### src/rtl/dmc_pkg.sv
// ----------------------------------------------------------------------------
// dmc_pkg
// Shared constants and controller/datapath handshake types for the
// direct-mapped read cache.
// ----------------------------------------------------------------------------
`default_nettype none

package dmc_pkg;

  // geometry
  localparam int LINES      = 8;
  localparam int LINE_BYTES = 16;
  localparam int MEM_BYTES  = 4096;

  // item fields
  localparam int ADDR_W = 12;
  localparam int DATA_W = 8;
  localparam int CNT_W  = 32;
  localparam int TAG_W  = 8;

  // derived widths
  localparam int OFF_W      = $clog2(LINE_BYTES);
  localparam int LINE_W     = $clog2(LINES);
  localparam int MEM_AW     = $clog2(MEM_BYTES);
  localparam int LB_ENTRIES = LINES * LINE_BYTES;
  localparam int LB_AW      = $clog2(LB_ENTRIES);
  localparam int BLK_W      = ADDR_W - OFF_W;

  // stream widths
  localparam int IN_TDATA_W  = ((ADDR_W + DATA_W + 7) / 8) * 8;
  localparam int OUT_TDATA_W = ((DATA_W + 2 * CNT_W + 7) / 8) * 8;

  // reset contents and timing
  localparam logic [TAG_W-1:0]  RESET_TAG    = 8'hFF;
  localparam logic [DATA_W-1:0] RESET_BYTE   = 8'h23;
  localparam logic [CNT_W-1:0]  HIT_TIME     = 32'd1;
  localparam logic [CNT_W-1:0]  MISS_PENALTY = 32'd10;

  // func codes
  localparam logic FUNC_LOAD   = 1'b0;
  localparam logic FUNC_ACCESS = 1'b1;

  typedef struct packed {
    logic             capture;
    logic             mem_wr;
    logic             lookup;
    logic             fill_rd;
    logic [OFF_W-1:0] fill_idx;
    logic             line_rd;
    logic             out_load;
  } dmc_cmd_t;

  typedef struct packed {
    logic func;
    logic hit;
    logic out_free;
  } dmc_sts_t;

endpackage

`default_nettype wire

### src/rtl/dmc_ctrl.sv
// ----------------------------------------------------------------------------
// dmc_ctrl
// Sequencer for the cache: load write to backing memory, lookup, line refill
// from backing memory, line read and hand-off to the result register.
// ----------------------------------------------------------------------------
`default_nettype none

module dmc_ctrl (
  input  wire               clk,
  input  wire               rst_n,
  input  wire               in_tvalid,
  output logic              in_tready,
  input  wire dmc_pkg::dmc_sts_t sts,
  output dmc_pkg::dmc_cmd_t cmd
);
  import dmc_pkg::*;

  typedef enum logic [2:0] {
    ST_IDLE,
    ST_LOOKUP,
    ST_FILL,
    ST_DRAIN,
    ST_READ,
    ST_DONE
  } state_t;

  state_t           state_r;
  state_t           state_nxt;
  logic [OFF_W-1:0] cnt_r;
  logic [OFF_W-1:0] cnt_nxt;

  always_comb begin
    state_nxt = state_r;
    cnt_nxt   = cnt_r;
    case (state_r)
      ST_IDLE: begin
        if (in_tvalid) begin
          state_nxt = ST_LOOKUP;
        end
      end
      ST_LOOKUP: begin
        cnt_nxt = '0;
        if (sts.func == FUNC_LOAD) begin
          state_nxt = ST_DONE;
        end else if (sts.hit) begin
          state_nxt = ST_READ;
        end else begin
          state_nxt = ST_FILL;
        end
      end
      ST_FILL: begin
        cnt_nxt = cnt_r + 1'b1;
        if (cnt_r == OFF_W'(LINE_BYTES - 1)) begin
          state_nxt = ST_DRAIN;
        end
      end
      ST_DRAIN: begin
        state_nxt = ST_READ;
      end
      ST_READ: begin
        state_nxt = ST_DONE;
      end
      ST_DONE: begin
        if (sts.out_free) begin
          state_nxt = ST_IDLE;
        end
      end
      default: begin
        state_nxt = ST_IDLE;
      end
    endcase
  end

  always_ff @(posedge clk) begin
    if (!rst_n) begin
      state_r <= ST_IDLE;
      cnt_r   <= '0;
    end else begin
      state_r <= state_nxt;
      cnt_r   <= cnt_nxt;
    end
  end

  assign in_tready = (state_r == ST_IDLE);

  always_comb begin
    cmd          = '0;
    cmd.capture  = (state_r == ST_IDLE) && in_tvalid;
    cmd.mem_wr   = (state_r == ST_LOOKUP) && (sts.func == FUNC_LOAD);
    cmd.lookup   = (state_r == ST_LOOKUP) && (sts.func == FUNC_ACCESS);
    cmd.fill_rd  = (state_r == ST_FILL);
    cmd.fill_idx = cnt_r;
    cmd.line_rd  = (state_r == ST_READ);
    cmd.out_load = (state_r == ST_DONE) && sts.out_free;
  end

endmodule

`default_nettype wire

### config.mk
export PLATFORM = sky130hd
export DESIGN_NAME = dmc_ctrl
export DESIGN_NICKNAME = d
export VERILOG_FILES = /design/src/rtl/dmc_pkg.sv /design/src/rtl/dmc_ctrl.sv
export SDC_FILE = /design/constraint.sdc
export NUM_CORES = 1
export LEC_CHECK = 0
export ABC_AREA = 1
export BUFFER_PORTS_ARGS = -buffer_cell sky130_fd_sc_hd__buf_2
export CORE_AREA = 2 2 39 41
export CTS_BUF_LIST = sky130_fd_sc_hd__clkbuf_8
export CTS_CLUSTER_DIAMETER = 200
export DETAILED_ROUTE_END_ITERATION = 7
export DIE_AREA = 0 0 41 43
export SLEW_MARGIN = 20
export SYNTH_ARGS = -nofsm -noshare
export SYNTH_HDL_FRONTEND = slang
export SYNTH_SLANG_ARGS = --single-unit
export TNS_END_PERCENT = 1
### constraint.sdc
create_clock -name clk -period 1.1 [get_ports clk]
set_input_delay 0.275 -clock clk [delete_from_list [all_inputs] [get_ports clk]]
set_output_delay 0.275 -clock clk [all_outputs]
set_load 0.05 [all_outputs]
==> results.ini, run 1 <==
[synth]
ys_warn_count=0
syn-cell-area_um2=420
synth_nets=73
syn_avg_cell_area_um2=6.37
synthCells=66
synth_top_area_cell=dfxtp_1
synth_top_area_share_pct=33.3
ys_ff_latch=7
synth_area_leaders=dfxtp_1, nand2_1, inv_1, nand3_1, nor2_1
yosysSeqAreaShare_pct=33.3
synth_cell_types=15

[sta]
postLayoutSetupSlackWorst_ns=-0.281
finalSetupTns_ns=-1.81
min_period_ns=1.38
tightest_slew_ns=0.215
setup_viol=13
hold_ws_ns=0.303
max-slew-margin-rel_pct=85.5
skew_ns=0.00333
fmax_mhz=724
rsz0062_at_grt=yes
min_period_over_period_pct=126
hold_viol_final=0
drv_slew=0

[floorplan]
pin_count=17
dieArea_mm2=0.00176
rows=14
core_area_mm2=0.00138
die_w_um=41
die_h_um=43
start_util_pct=30.4

[clock_network]
cts-root-buf=clkbuf_8
numCtsBuffers=3
h-tree-depth=1
clk_path_buf_depth=2
clkTransAtPathRegs_ns=0.04
clock-sinks=7
insertion_delay_ns=0.22
cts_tree=yes
cts-hold-fix-buffers=0

[worst_setup_path]
cp_slowest_cell=dfxtp_4
startpoint=state_r[0]$_SDFFE_PN0P_
crit_type=register to output port
crit_buf_inv=2
r2r_cells=8
timing.rr.end=state_r[0]$_SDFFE_PN0P_
crit_path_end=cmd[9]
cp.arrival_ns=1.11
cp_top_family=flip-flops
cp_max_fo=6
cpPeakStageDelay_ns=0.37
start_kind=register
reg2reg_from=state_r[1]$_SDFFE_PN0P_
crit_required_ns=0.82
crit_cells=4
cp-end-kind=output port
path_cells=nor2_4 > inv_2 > nor3_4 > buf_6
rrSetupSlack_ns=-0.10

[global_route]
grt_use_met1_pct=18.5
gr-usage-met2_pct=25.9
grt.overflow.total=0
busiest_layer=met2
grt_antenna_before_repair=0
use_met3_pct=3.66
grt.total_usage_pct=16.0
grt_pass1_wl_um=1930
grt_pass1_vias=480
grt_max_degree=7

[power_and_ir_drop]
power_mw=1.15
p_per_area_mw_per_mm2=1450
power.leakage_nw=0.378
irDropWorstVdd_mv=1.12

[drt]
detail-route-antenna-nets=0
drt_iter0_markers=9
via_per_inst=4.63
drtPass1Iterations=4
drt-total-wl_um=1120
wl_per_cell_um=10.0
post-route-drc-count=0
route.vias.total=518

[worst_hold_path]
worstHoldPathCells=3
hp-class=primary input to register

[finish]
antennaDiodeCount=0
layout_common_cells=nand2_1, buf_4, inv_1
drive_gt1_share_pct=60.4
final_common_cell=nand2_1
final_cells=112
finalNetCount=104
area_growth_pct=89.9

[place]
place_congestion=0.701
port_buffers=16
hpwl_um=868
dp_cells=108

[run_status]
status=finished with violations
violations=setup timing

[run]
maxCapViolations=0

[what timing repair did]
| action | 4_1_cts | 5_1_grt |
|---|---|---|
| setup buffers | 0 | 0 |
| endpoints found under the hold margin | 0 | 0 |
| endpoints found under the setup margin | 17 | 14 |
| pin swaps | 1 | 0 |
| resized for setup | 28 | 5 |
[worst min-delay path, cell delays in order]
cell and delay (ns):
buf_2 0.13, o21ai_2 0.05, a21oi_1 0.03
[cells in the mapped netlist, drive strengths merged]
cell    n
a21oi   5
dfxtp   7
ha      1
inv    12
nand2  16
nand3   7
nor2   10
nor3    2
o21ai   6
[how the worst min path moves through the flow]
| stage | start | end | slack [ns] |
|---|---|---|---|
| 2_1_floorplan | rst_n | state_r[2]$_SDFFE_PN0P_ | 0.40 |
| 3_3_place_gp | cnt_r[1]$_SDFFE_PN0P_ | cnt_r[1]$_SDFFE_PN0P_ | 0.48 |
| 3_5_place_dp | cnt_r[1]$_SDFFE_PN0P_ | cnt_r[1]$_SDFFE_PN0P_ | 0.49 |
| 4_1_cts | rst_n | state_r[2]$_SDFFE_PN0P_ | 0.32 |
| 5_1_grt | rst_n | cnt_r[0]$_SDFFE_PN0P_ | 0.32 |
| 6_report | rst_n | cnt_r[0]$_SDFFE_PN0P_ | 0.30 |
[logic make-up (layout without fill, tap and decap cells)]
logic type | count (synthesis) | count (layout) | share of synthesized area (%)
simple gates | 35 | 35 | 38.1
buf+inv | 12 | 42 | 10.7
compound gates | 11 | 11 | 14.9
flops | 7 | 7 | 33.3
fa+ha+maj | 1 | 1 | 2.98
[per-stage QoR]
step	setup WS [ns]	cell area, um^2	util (%)
after CTS	-0.285	781	56.4
after global placement	-0.189	654	47.3
after detailed placement	-0.204	654	47.3
final	-0.281	798	57.7
after global routing	-0.349	798	57.7
after floorplan	-0.164	479	-
[sequential cells by signal, indices dropped and copies added (netlist names)]
register / cells
cnt_r: 4
state_r: 3
[layout make-up]
type	count	area, um^2
flip-flops and latches	7	159
multi-input cells	47	302
well taps	16	20.0
fillers	131	586
repair buffers	26	228
clock buffers	3	41.3
clock inverters	1	3.75
inverters	12	45.0
[where the power goes]
part	internal, mW	switching (mW)	leakage, nW
clock network	0.241	0.109	0.0269
logic	0.201	0.300	0.290
registers	0.273	0.0302	0.0613
[routing by layer]
| layer | share of wire [%] | vias up | wire (um) |
|---|---|---|---|
| met1 | 42 | 233 | 469 |
| li1 | - | 271 | - |
| met5 | 0 | - | 0 |
| met4 | 1.1 | 0 | 12 |
| met3 | 4.8 | 2 | 54 |
| met2 | 52 | 12 | 588 |
Power figures use the tool's default switching activity.
==> run 2: changes to the inputs <==
--- a/config.mk
+++ b/config.mk
@@ -12,6 +12,7 @@
 export CTS_CLUSTER_DIAMETER = 200
 export DETAILED_ROUTE_END_ITERATION = 7
 export DIE_AREA = 0 0 41 43
+export RECOVER_POWER = 100
 export SLEW_MARGIN = 20
 export SYNTH_ARGS = -nofsm -noshare
 export SYNTH_HDL_FRONTEND = slang
==> results.ini, run 2 (synthesized netlist as in run 1, its figures left out) <==
[run_status]
status=finished with violations
violations=setup timing

[place]
dpl_cell_area_um2=654
dp_cells=108
dp_worst_setup_slack_ns=-0.204
place_congestion=0.701
port_buffers=16
hpwl_um=868

[clock_network]
clkTransAtPathRegs_ns=0.04
cts-hold-fix-buffers=0
clock-sinks=7
insertion_delay_ns=0.22
h-tree-depth=1
numCtsBuffers=3
cts-root-buf=clkbuf_8
clk_path_buf_depth=2
cts_tree=yes

[worst_setup_path]
cpPeakStageDelay_ns=0.37
cp_max_fo=6
crit_type=register to output port
r2r_cells=8
start_kind=register
cp_top_family=flip-flops
crit_buf_inv=2
crit_required_ns=0.82
rrSetupSlack_ns=-0.10
reg2reg_from=state_r[1]$_SDFFE_PN0P_
timing.rr.end=state_r[0]$_SDFFE_PN0P_
cp.arrival_ns=1.11
cp-end-kind=output port
path_cells=nor2_4 > inv_2 > nor3_4 > buf_6
cp_slowest_cell=dfxtp_4

[sta]
skew_ns=0.00279
min_period_over_period_pct=126
rsz0062_at_grt=yes
drv_slew=0
tightest_slew_ns=0.215
min_period_ns=1.38
hold_viol_final=0
max-slew-margin-rel_pct=85.5
postLayoutSetupSlackWorst_ns=-0.281
fmax_mhz=724
setup_viol=13
hold_ws_ns=0.304

[finish]
layout_common_cells=nand2_1, buf_4, inv_1
largest_register=cnt_r
final_common_cell=nand2_1
final_cells=112
area_growth_pct=88.4
largestRegisters=cnt_r (4), state_r (3)
finalNetCount=104
largest_register_ffs=4
utilization_pct=57.2
drive_gt1_share_pct=59.4
final_cell_area_um2=792
antennaDiodeCount=0

[global_route]
grt_max_degree=7
grt_pass1_vias=480
grt.overflow.total=0
grt_antenna_before_repair=0
grt_pass1_wl_um=1930
grt.total_usage_pct=16.0

[floorplan]
pin_count=17
dieArea_mm2=0.00176
core_area_mm2=0.00138
die_w_um=41
die_h_um=43
rows=14
start_util_pct=30.4

[drt]
drt_iter0_markers=8
drt-total-wl_um=1120
post-route-drc-count=0
detail-route-antenna-nets=0
wl_per_cell_um=10.0
drtPass1Iterations=4
via_per_inst=4.62
route.vias.total=517

[worst_hold_path]
hold_end=cnt_r[0]$_SDFFE_PN0P_
hp-class=primary input to register
hold_path.startpoint=rst_n
worstHoldPathCells=3

[power_and_ir_drop]
irDropWorstVdd_mv=1.12
power.leakage_nw=0.377
p_per_area_mw_per_mm2=1460

[run]
maxCapViolations=0

-- run 2: cell count changes in the layout (fill, tap and decap cells not counted) --
cell and delta:
dfxtp_2 +1, dfxtp_1 +1, dfxtp_4 -2
-- run 2: worst max path at each step --
stage / from / endpoint / cells past startpoint
after detailed placement: state_r[1]$_SDFFE_PN0P_ / cmd[6] / 5
after CTS: state_r[0]$_SDFFE_PN0P_ / cmd[9] / 4
after global placement: state_r[1]$_SDFFE_PN0P_ / cmd[6] / 5
after floorplan: state_r[0]$_SDFFE_PN0P_ / cmd[9] / 3
final: state_r[0]$_SDFFE_PN0P_ / cmd[9] / 4
after global routing: state_r[0]$_SDFFE_PN0P_ / cmd[9] / 4
-- run 2: repair_timing --
item                                    CTS  global route
endpoints found under the setup margin   17            14
buffers inserted                          0             0
endpoints found under the hold margin     0             0
resized for setup                        28             5
pin swaps                                 1             0
-- run 2: cell type report --
cell class	instances	area, um^2
Inverter	12	45.0
Clock buffer	3	41.3
Clock inverter	1	3.75
Multi-Input combinational cell	47	302
Tap cell	16	20.0
Sequential cell	7	153
Fill cell	131	592
Timing Repair Buffer	26	228
-- run 2: where the power goes --
part	switching, mW	internal [mW]	total [mW]
combinational	0.299	0.201	0.500
clock	0.108	0.241	0.349
sequential	0.0303	0.275	0.305
total	0.437	0.717	1.15
-- run 2: per-stage QoR --
stage | setup TNS (ns) | power, mW
final | -1.80 | 1.15
after global routing | -2.65 | 1.22
after CTS | -1.84 | 1.15
after detailed placement | -1.49 | 0.733
after global placement | -1.29 | 0.729
after floorplan | -0.970 | 0.601
-- run 2: metal layers --
layer / up-vias / GRT usage (%) / part of all wire [%]
met3: 2 / 3.66 / 4.8
met1: 233 / 18.5 / 42
met4: 0 / 8.00 / 1.1
li1: 270 / - / -
met2: 12 / 25.9 / 52
met5: - / 0 / 0
-- run 2: worst min-delay path: stages --
cell     delay, ns
buf_2         0.13
o21ai_2       0.05
a21oi_1       0.03
